## config.mk

```make
export PLATFORM = sky130hd
export DESIGN_NAME = knp_addsub
export DESIGN_NICKNAME = d
export VERILOG_FILES = /design/src/rtl/knp_pkg.sv /design/src/rtl/knp_addsub.sv
export SDC_FILE = /design/constraint.sdc
export NUM_CORES = 1
export LEC_CHECK = 0
export BUFFER_PORTS_ARGS = -buffer_cell sky130_fd_sc_hd__clkbuf_2
export CORE_ASPECT_RATIO = 1.75
export CORE_MARGIN = 5
export CORE_UTILIZATION = 53
export DETAILED_ROUTE_END_ITERATION = 10
export GPL_ROUTABILITY_DRIVEN = 1
export PLACE_DENSITY = 0.95
export RECOVER_POWER = 100
export SYNTH_ARGS = -nofsm -noshare
export SYNTH_HDL_FRONTEND = slang
export SYNTH_SLANG_ARGS = --single-unit
```

## constraint.sdc

```tcl
create_clock -name vclk -period 8.7
set_input_delay 1.74 -clock vclk [all_inputs]
set_output_delay 1.74 -clock vclk [all_outputs]
set_load 0.01 [all_outputs]
```

## src/rtl/knp_pkg.sv

```systemverilog
// Shared types, constants and codes for the knapsack solution tracker.
package knp_pkg;

    localparam int ITEMS_DEF = 256;
    localparam int DIMS_DEF  = 8;

    localparam int CMD_W  = 3;
    localparam int ITEM_W = 8;
    localparam int DIM_W  = 3;
    localparam int VAL_W  = 32;
    localparam int OBJ_W  = 40;
    localparam int REM_W  = 42;
    localparam int STAT_W = 2;

    typedef enum logic [CMD_W-1:0] {
        CMD_LOAD_PROFIT = 3'd0,
        CMD_LOAD_WEIGHT = 3'd1,
        CMD_LOAD_CAP    = 3'd2,
        CMD_CLEAR       = 3'd3,
        CMD_ADD         = 3'd4,
        CMD_REMOVE      = 3'd5,
        CMD_FLIP        = 3'd6
    } cmd_t;

    typedef enum logic [STAT_W-1:0] {
        ST_OK      = 2'd0,
        ST_ALREADY = 2'd1,
        ST_NOT_SEL = 2'd2
    } status_t;

    typedef struct packed {
        logic [CMD_W-1:0]  command;
        logic [ITEM_W-1:0] item_index;
        logic [DIM_W-1:0]  dimension_index;
        logic [VAL_W-1:0]  load_value;
    } req_t;

    typedef struct packed {
        logic [OBJ_W-1:0]  objective;
        logic              is_feasible;
        logic [STAT_W-1:0] status;
        logic              item_selected;
    } rsp_t;

    typedef struct packed {
        logic [REM_W-1:0] a;
        logic [VAL_W-1:0] b;
        logic             sub;
    } alu_op_t;

endpackage

```

## src/rtl/knp_addsub.sv

```systemverilog
// Shared add/subtract unit for the objective and the remaining capacities.
module knp_addsub (
    input  knp_pkg::alu_op_t               op,
    output logic [knp_pkg::REM_W-1:0]      y
);

    logic [knp_pkg::REM_W-1:0] b_ext;

    assign b_ext = knp_pkg::REM_W'(op.b);
    assign y     = op.sub ? (op.a - b_ext) : (op.a + b_ext);

endmodule

```

Word level (Yosys, flattened, before mapping)
Index checks and enable logic that the tools add are counted.
{"block": "op_classes", "addsub": 2, "muxes": 1}
{"cell": "$add 42x32->42", "n": 1}
{"cell": "$mux 42", "n": 1}
{"cell": "$sub 42x32->42", "n": 1}
{"block": "totals", "regBits": 0, "input_bits": 75, "output_inout_bits": 42, "elab_cells": 3}

Longest topological paths before layout
Gate-level depths: netlist (run 1).
{"block": "logic_depth", "ltp_word": 2, "depth_mapped": 19, "mapped_depth_nobuf": 18}

Worst setup path before layout (run 1)
Ideal clock, no wire load.
{"block": "synth_path", "path_type": "input to output", "startpoint": "in op[10] (netlist bit)", "endpoint": "out y[41] (netlist bit)", "t_arrival_ps": 5485, "required_ps": 6960, "slack_ps": 1475, "path_stages": 18, "n_path_buf": 1, "cell_sequence": "or4_1 -> or3_4 -> and2b_2 -> and2_2 -> nand2_1 -> nor2_4 -> a21oi_1 -> xnor2_1 -> ha_1 -> clkbuf_1 -> a21o_1 -> a21o_1 -> a21o_1 -> a21o_1 -> a2111oi_0 -> nand3_1 -> a31oi_1 -> xnor2_1"}
{"block": "synth_between", "elab_chain_cells": 2, "elab_cells_between_ends": 3, "cone_classes": "add/sub (2); mux (1)"}
{"item": "from (decl)", "line": "knp_addsub.sv:3", "source": "input knp_pkg::alu_op_t op,"}
{"item": "$add 42x32->42 / $sub 42x32->42 (equally long branches)", "line": "knp_addsub.sv:10", "source": "assign y = op.sub ? (op.a - b_ext) : (op.a + b_ext);"}
{"item": "$mux 42 *", "line": "knp_addsub.sv:10"}
{"item": "to (decl)", "line": "knp_addsub.sv:4", "source": "output logic [knp_pkg::REM_W-1:0] y"}
Every way passes the cells marked *; elsewhere a longest branch is shown, timed or not.

Worst setup path after layout (run 1)
{"block": "layout_path", "startpoint": "in op[10] (netlist bit)", "endpoint": "out y[40] (netlist bit)"}
Same word-level chain as after synthesis.

==> out/metrics.yaml, run 1 <==
grt:
  grtUsageTotal_pct: 26.9
  antenna_found_initial: 0
  use_met1_pct: 28.7
  grt_use_met3_pct: 3.35
  grt_remaining_overflow: 0
  grt_pass1_wl_um: 16700
  grt_start_max_net_pins: 41
  busiest_layer: "met2"
  grtUsageMet2_pct: 48.1
  grt_pass1_vias: 3869
setup_path:
  cp.required_ps: 6960
  worstSetupPathType: "primary input to output port"
  endpoint_kind: "output port"
  path_max_fanout: 8
  startpoint_type: "primary input"
  critical_path_arrival_ps: 6330
worst_hold_path:
  hold_path_class: "primary input to output port"
cts:
  hold_buffers: 0
  cts_setup_buffers: 0
  cts_resized: 0
layout:
  nNetsFinal: 677
  drive_gt1_share_pct: 17.4
  seq_cells: 0
  final_cell_mix: "clkbuf_2 (81), a21oi_1 (54), xnor2_1 (50), nor2_1 (47), ha_1 (42)"
  n_antenna_cell: 0
  clock_buffers: 0
  areaGrowthSynthToFinish_pct: 18.2
  layout_commonest_cell: "clkbuf_2"
  register_area_um2: 0
run_status:
  status: "complete, but fails checks"
  violations: "max-capacitance violations, max-slew violations"
routing:
  ant_nets: 0
  wl_um: 10300
  firstDrtPassIters: 6
  wl_per_cell_um: 16.2
  viasPerCell: 6.23
  vias: 3957
  drt_iter0_drc: 392
  drcViolationCount: 0
timing:
  rsz0062_at_grt: "false"
  setup_viol: 0
  max_freq_mhz: 124
  hold_viol: 0
  max-slew-margin-rel_pct: -12.9
  min_period_ps: 8070
  setup_tns_ps: 0
  worst_pin_slew_ps: 1690
  drv_slew: 41
  fin_crit_sh_pct: 92.8
logic_synthesis:
  syn-num-nets: 577
  ys_types: 57
  synthCells: 459
  synth_area_um2: 3100
  syn_area_per_cell_um2: 6.76
  yosys_warnings: 0
  seq_area_frac_synth_pct: 0
die:
  initial_core_util_pct: 53.6
  core_area_um2: 5790
  rows: 37
  io_pins: 117
  die_h_um: 111
  die_x_um: 67.8
  dieArea_um2: 7550
power_and_ir_drop:
  power_mw: 0.392
  peakVddDrop_v: 0.0000590
  power.density_nw_per_um2: 107
  power.leakage_nw: 1.74
placed_design:
  place_congestion: 0.947
  io_buffers: 117
  hpwl_um: 8740
run:
  cap_viol_max_count: 1
## area by class of cell
class,instances,area [µm²]
Timing Repair Buffer,117,541
Inverter,19,71.3
Multi-Input combinational cell,421,2960
Fill cell,545,2120
Tap cell,78,97.6
## power breakdown
group	total (mW)	switching [mW]	internal [mW]	leakage (nW)
Combinational	0.392	0.234	0.157	1.74
Sequential	0	0	0	0
Clock	0	0	0	0
Total	0.392	0.234	0.157	1.74
## final timing paths
path / from / endpoint / slack (ps) / depth (start not counted)
min: op[33] / y[0] / 3870 / 5
max: op[10] / y[40] / 630 / 18
## per-layer routing
metal  routed length (µm)  up-vias  share of wire (%)
met4                  725        0                7.0
met3                  808       72                7.9
met5                    0        -                  0
met1                 3590     1746                 35
met2                 5160      246                 50
li1                     -     1893                  -
## kinds of logic (layout without fill, tap and decap cells)
group / count (synthesis) / after routing / share of synthesized area [%]
AO/OA/AOI/OAI: 162 / 162 / 33.5
XOR/XNOR: 66 / 66 / 18.9
adder cells (fa/ha/maj): 43 / 43 / 17.6
buffers and inverters: 38 / 136 / 4.60
multiplexers: 2 / 2 / 0.685
AND/OR/NAND/NOR: 148 / 148 / 24.8
## metrics by stage
stage	cell area, µm²	hold slack [ps]	std cells	setup slack, ps	utilization [%]
global route	3670	3890	635	294	63.4
CTS	3710	3880	635	956	64.2
floorplan	3100	3640	459	1480	-
global placement	3710	3850	635	1070	64.2
detailed placement	3710	3880	635	985	64.2
finish	3670	3870	635	627	63.4
## critical path, stage by stage
cell	delay (ps)
clkbuf_2	110
or4_1	540
or3_4	370
and2b_2	260
and2_0	270
nand2_1	140
nor2_4	200
a21oi_1	110
xnor2_1	210
ha_1	390
nand2_1	110
o21ai_0	120
or3_1	420
o21ai_0	430
a211oi_1	240
a221oi_1	360
xnor2_1	160
clkbuf_2	150
## Yosys cell counts (5+ instances only)
| library cell | instances | area [µm²] |
|---|---|---|
| a21oi_1 | 54 | 270 |
| xnor2_1 | 50 | 438 |
| nor2_1 | 47 | 176 |
| ha_1 | 42 | 526 |
| a21o_1 | 33 | 248 |
| o21ai_0 | 25 | 125 |
| nand2_1 | 22 | 82.6 |
| nor3_1 | 20 | 100 |
| inv_1 | 19 | 71.3 |
| clkbuf_1 | 18 | 67.6 |
| xor2_1 | 15 | 131 |
| a31oi_1 | 12 | 75.1 |
| nand4_1 | 9 | 56.3 |
| nor2b_1 | 9 | 56.3 |
| nand2b_1 | 7 | 43.8 |
| nand3_1 | 7 | 35.0 |
| a211oi_1 | 5 | 37.5 |
Power figures use the tool's default switching activity.
==> run 2, diff against run 1 <==
--- a/config.mk
+++ b/config.mk
@@ -13,6 +13,7 @@
 export GPL_ROUTABILITY_DRIVEN = 1
 export PLACE_DENSITY = 0.95
 export RECOVER_POWER = 100
+export REMOVE_ABC_BUFFERS = 1
 export SYNTH_ARGS = -nofsm -noshare
 export SYNTH_HDL_FRONTEND = slang
 export SYNTH_SLANG_ARGS = --single-unit
==> constraint.sdc (replaced) <==
create_clock -name vclk -period 7.52
set_input_delay 1.504 -clock vclk [all_inputs]
set_output_delay 1.504 -clock vclk [all_outputs]
set_load 0.01 [all_outputs]
==> out/metrics.yaml, run 2 (synthesized netlist as in run 1, its figures left out) <==
layout:
  n_antenna_cell: 0  # unchanged
  final_cell_mix: "clkbuf_2 (82), a21oi_1 (54), xnor2_1 (50), nor2_1 (47), ha_1 (42)"  # was clkbuf_2 (81), a21oi_1 (54), xnor2_1 (50), nor2_1 (47), ha_1 (42)
  areaGrowthSynthToFinish_pct: 19.4  # was 18.2%
  seq_cells: 0  # unchanged
  layout_commonest_cell: "clkbuf_2"  # unchanged
  register_area_um2: 0  # unchanged
  nFillCells: 531  # was 545
  clock_buffers: 0  # unchanged
  nNetsFinal: 680  # was 677
  drive_gt1_share_pct: 18.6  # was 17.4%
timing:
  worst_pin_slew_ps: 1090  # was 1690 ps
  setup_viol: 0  # unchanged
  max_freq_mhz: 139
  rsz0062_at_grt: "true"  # was false
  setup_tns_ps: 0  # unchanged
  drv_slew: 0  # was 41
  min_period_ps: 7210
  max-slew-margin-rel_pct: 27.6  # was -12.9%
  fin_crit_sh_pct: 95.9
  whs_ps: 3390  # was 3870 ps
  hold_viol: 0  # unchanged
setup_path:
  critical_path_arrival_ps: 5710  # was 6330 ps
  path_max_fanout: 8  # unchanged
  crit_chain: "clkbuf_2 > or4_1 > or3_4 > and2b_2 > and2_2 > nand2_1 > nor2_4 > a21oi_1 > xnor2_1 > ha_1 > nand2_1 > o21ai_0 > or3_1 > o21ai_1 > a211oi_2 > a221oi_1 > xnor2_1 > clkbuf_1"  # was clkbuf_2 > or4_1 > or3_4 > and2b_2 > and2_0 > nand2_1 > nor2_4 > a21oi_1 > xnor2_1 > ha_1 > nand2_1 > o21ai_0 > or3_1 > o21ai_0 > a211oi_1 > a221oi_1 > xnor2_1 > clkbuf_2
  endpoint_kind: "output port"  # unchanged
  cp_slowest_cell: "or4_1"  # unchanged
  worstSetupPathType: "primary input to output port"  # unchanged
  startpoint_type: "primary input"  # unchanged
  crit_path_end: "y[40]"  # unchanged
  cp.required_ps: 6020  # was 6960 ps
  max_stage_delay_ps: 570  # was 540 ps
  cp-startpoint: "op[10]"  # unchanged
die:
  rows: 37  # unchanged
  io_pins: 117  # unchanged
  dieArea_um2: 7550  # unchanged
  die_x_um: 67.8  # unchanged
  core_area_um2: 5790  # unchanged
  initial_core_util_pct: 53.6  # unchanged
  die_h_um: 111  # unchanged
grt:
  grt_pass1_vias: 3907  # was 3869
  grt_remaining_overflow: 0  # unchanged
  grt_pass1_wl_um: 16800  # was 16700 µm
  antenna_found_initial: 0  # unchanged
  grtUsageTotal_pct: 27.4  # was 26.9%
  grt_start_max_net_pins: 25  # was 41
routing:
  drcViolationCount: 0  # unchanged
  ant_nets: 0  # unchanged
  viasPerCell: 6.21  # was 6.23
  vias: 3964  # was 3957
  wl_um: 10500  # was 10300 µm
  firstDrtPassIters: 6  # unchanged
  wl_per_cell_um: 16.5  # was 16.2 µm
  drt_iter0_drc: 277  # was 392
cts:
  cts_setup_buffers: 0  # unchanged
worst_hold_path:
  hold_path_class: "primary input to output port"  # unchanged
power_and_ir_drop:
  power_mw: 0.458  # was 0.392 mW
  peakVddDrop_v: 0.0000799  # was 0.0000590 V
  power.density_nw_per_um2: 124  # was 107 nW/µm²
  power.leakage_nw: 1.76  # was 1.74 nW
placed_design:
  place_congestion: 1.01  # was 0.947
  hpwl_um: 9050  # was 8740 µm
  io_buffers: 117  # unchanged
run_status:
  status: "complete, no violations"  # was complete, but fails checks
run:
  cap_viol_max_count: 0  # was 1
run 2: changes by cell type in the layout (fill, tap and decap cells not counted), sizes merged:
cell | before | now
buf | 0 | 3
run 2: metrics by stage:
stage	instances	utilization [%]	instance area (µm²)	setup slack, ps
3_5_place_dp	638	64.6	3740	287
2_1_floorplan	440	-	3030	841
4_1_cts	638	64.6	3740	267
6_report	638	64.0	3700	305
3_3_place_gp	638	64.6	3740	417
5_1_grt	638	64.0	3700	-43.6
run 2: power by group:
part	internal [mW]	switching, mW	total (mW)	leakage, nW
logic	0.183	0.274	0.458	1.76
clock network	0	0	0	0
registers	0	0	0	0
total	0.183	0.274	0.458	1.76
run 2: per-layer routing:
layer	part of all wire, %	GRT usage, %
met5	0	0
met4	7.9	18.2
met3	6.7	2.43
met2	51	49.7
met1	35	28.0
run 2: critical path, delay by kind of cell:
family / cells / cell delay (ps)
and+or+nand+nor: 8 / 2160
AOI/OAI and AO/OA: 5 / 1070
adders and majority gates: 1 / 370
buffers and inverters: 2 / 300
xor gates and xnor gates: 2 / 290
run 2: worst min-delay path by stage:
| stage | from | end | cells after the start |
|---|---|---|---|
| floorplan | op[1] | y[0] | 2 |
| global placement | op[33] | y[0] | 5 |
| detailed placement | op[33] | y[0] | 5 |
| CTS | op[33] | y[0] | 5 |
| global route | op[33] | y[0] | 5 |
| finish | op[33] | y[0] | 5 |
run 2: final cells by class:
type | instances | area [µm²] | share of cell area [%]
Inverter | 19 | 71.3 | 1.93
Tap cell | 78 | 97.6 | 2.63
Timing Repair Buffer | 120 | 564 | 15.2
Multi-Input combinational cell | 421 | 2970 | 80.2
run 2: timing repair:
item,CTS,global route
resized for setup,0,3
hold buffers,0,0
endpoints found under the setup margin,0,3
hold endpoints to repair,0,0
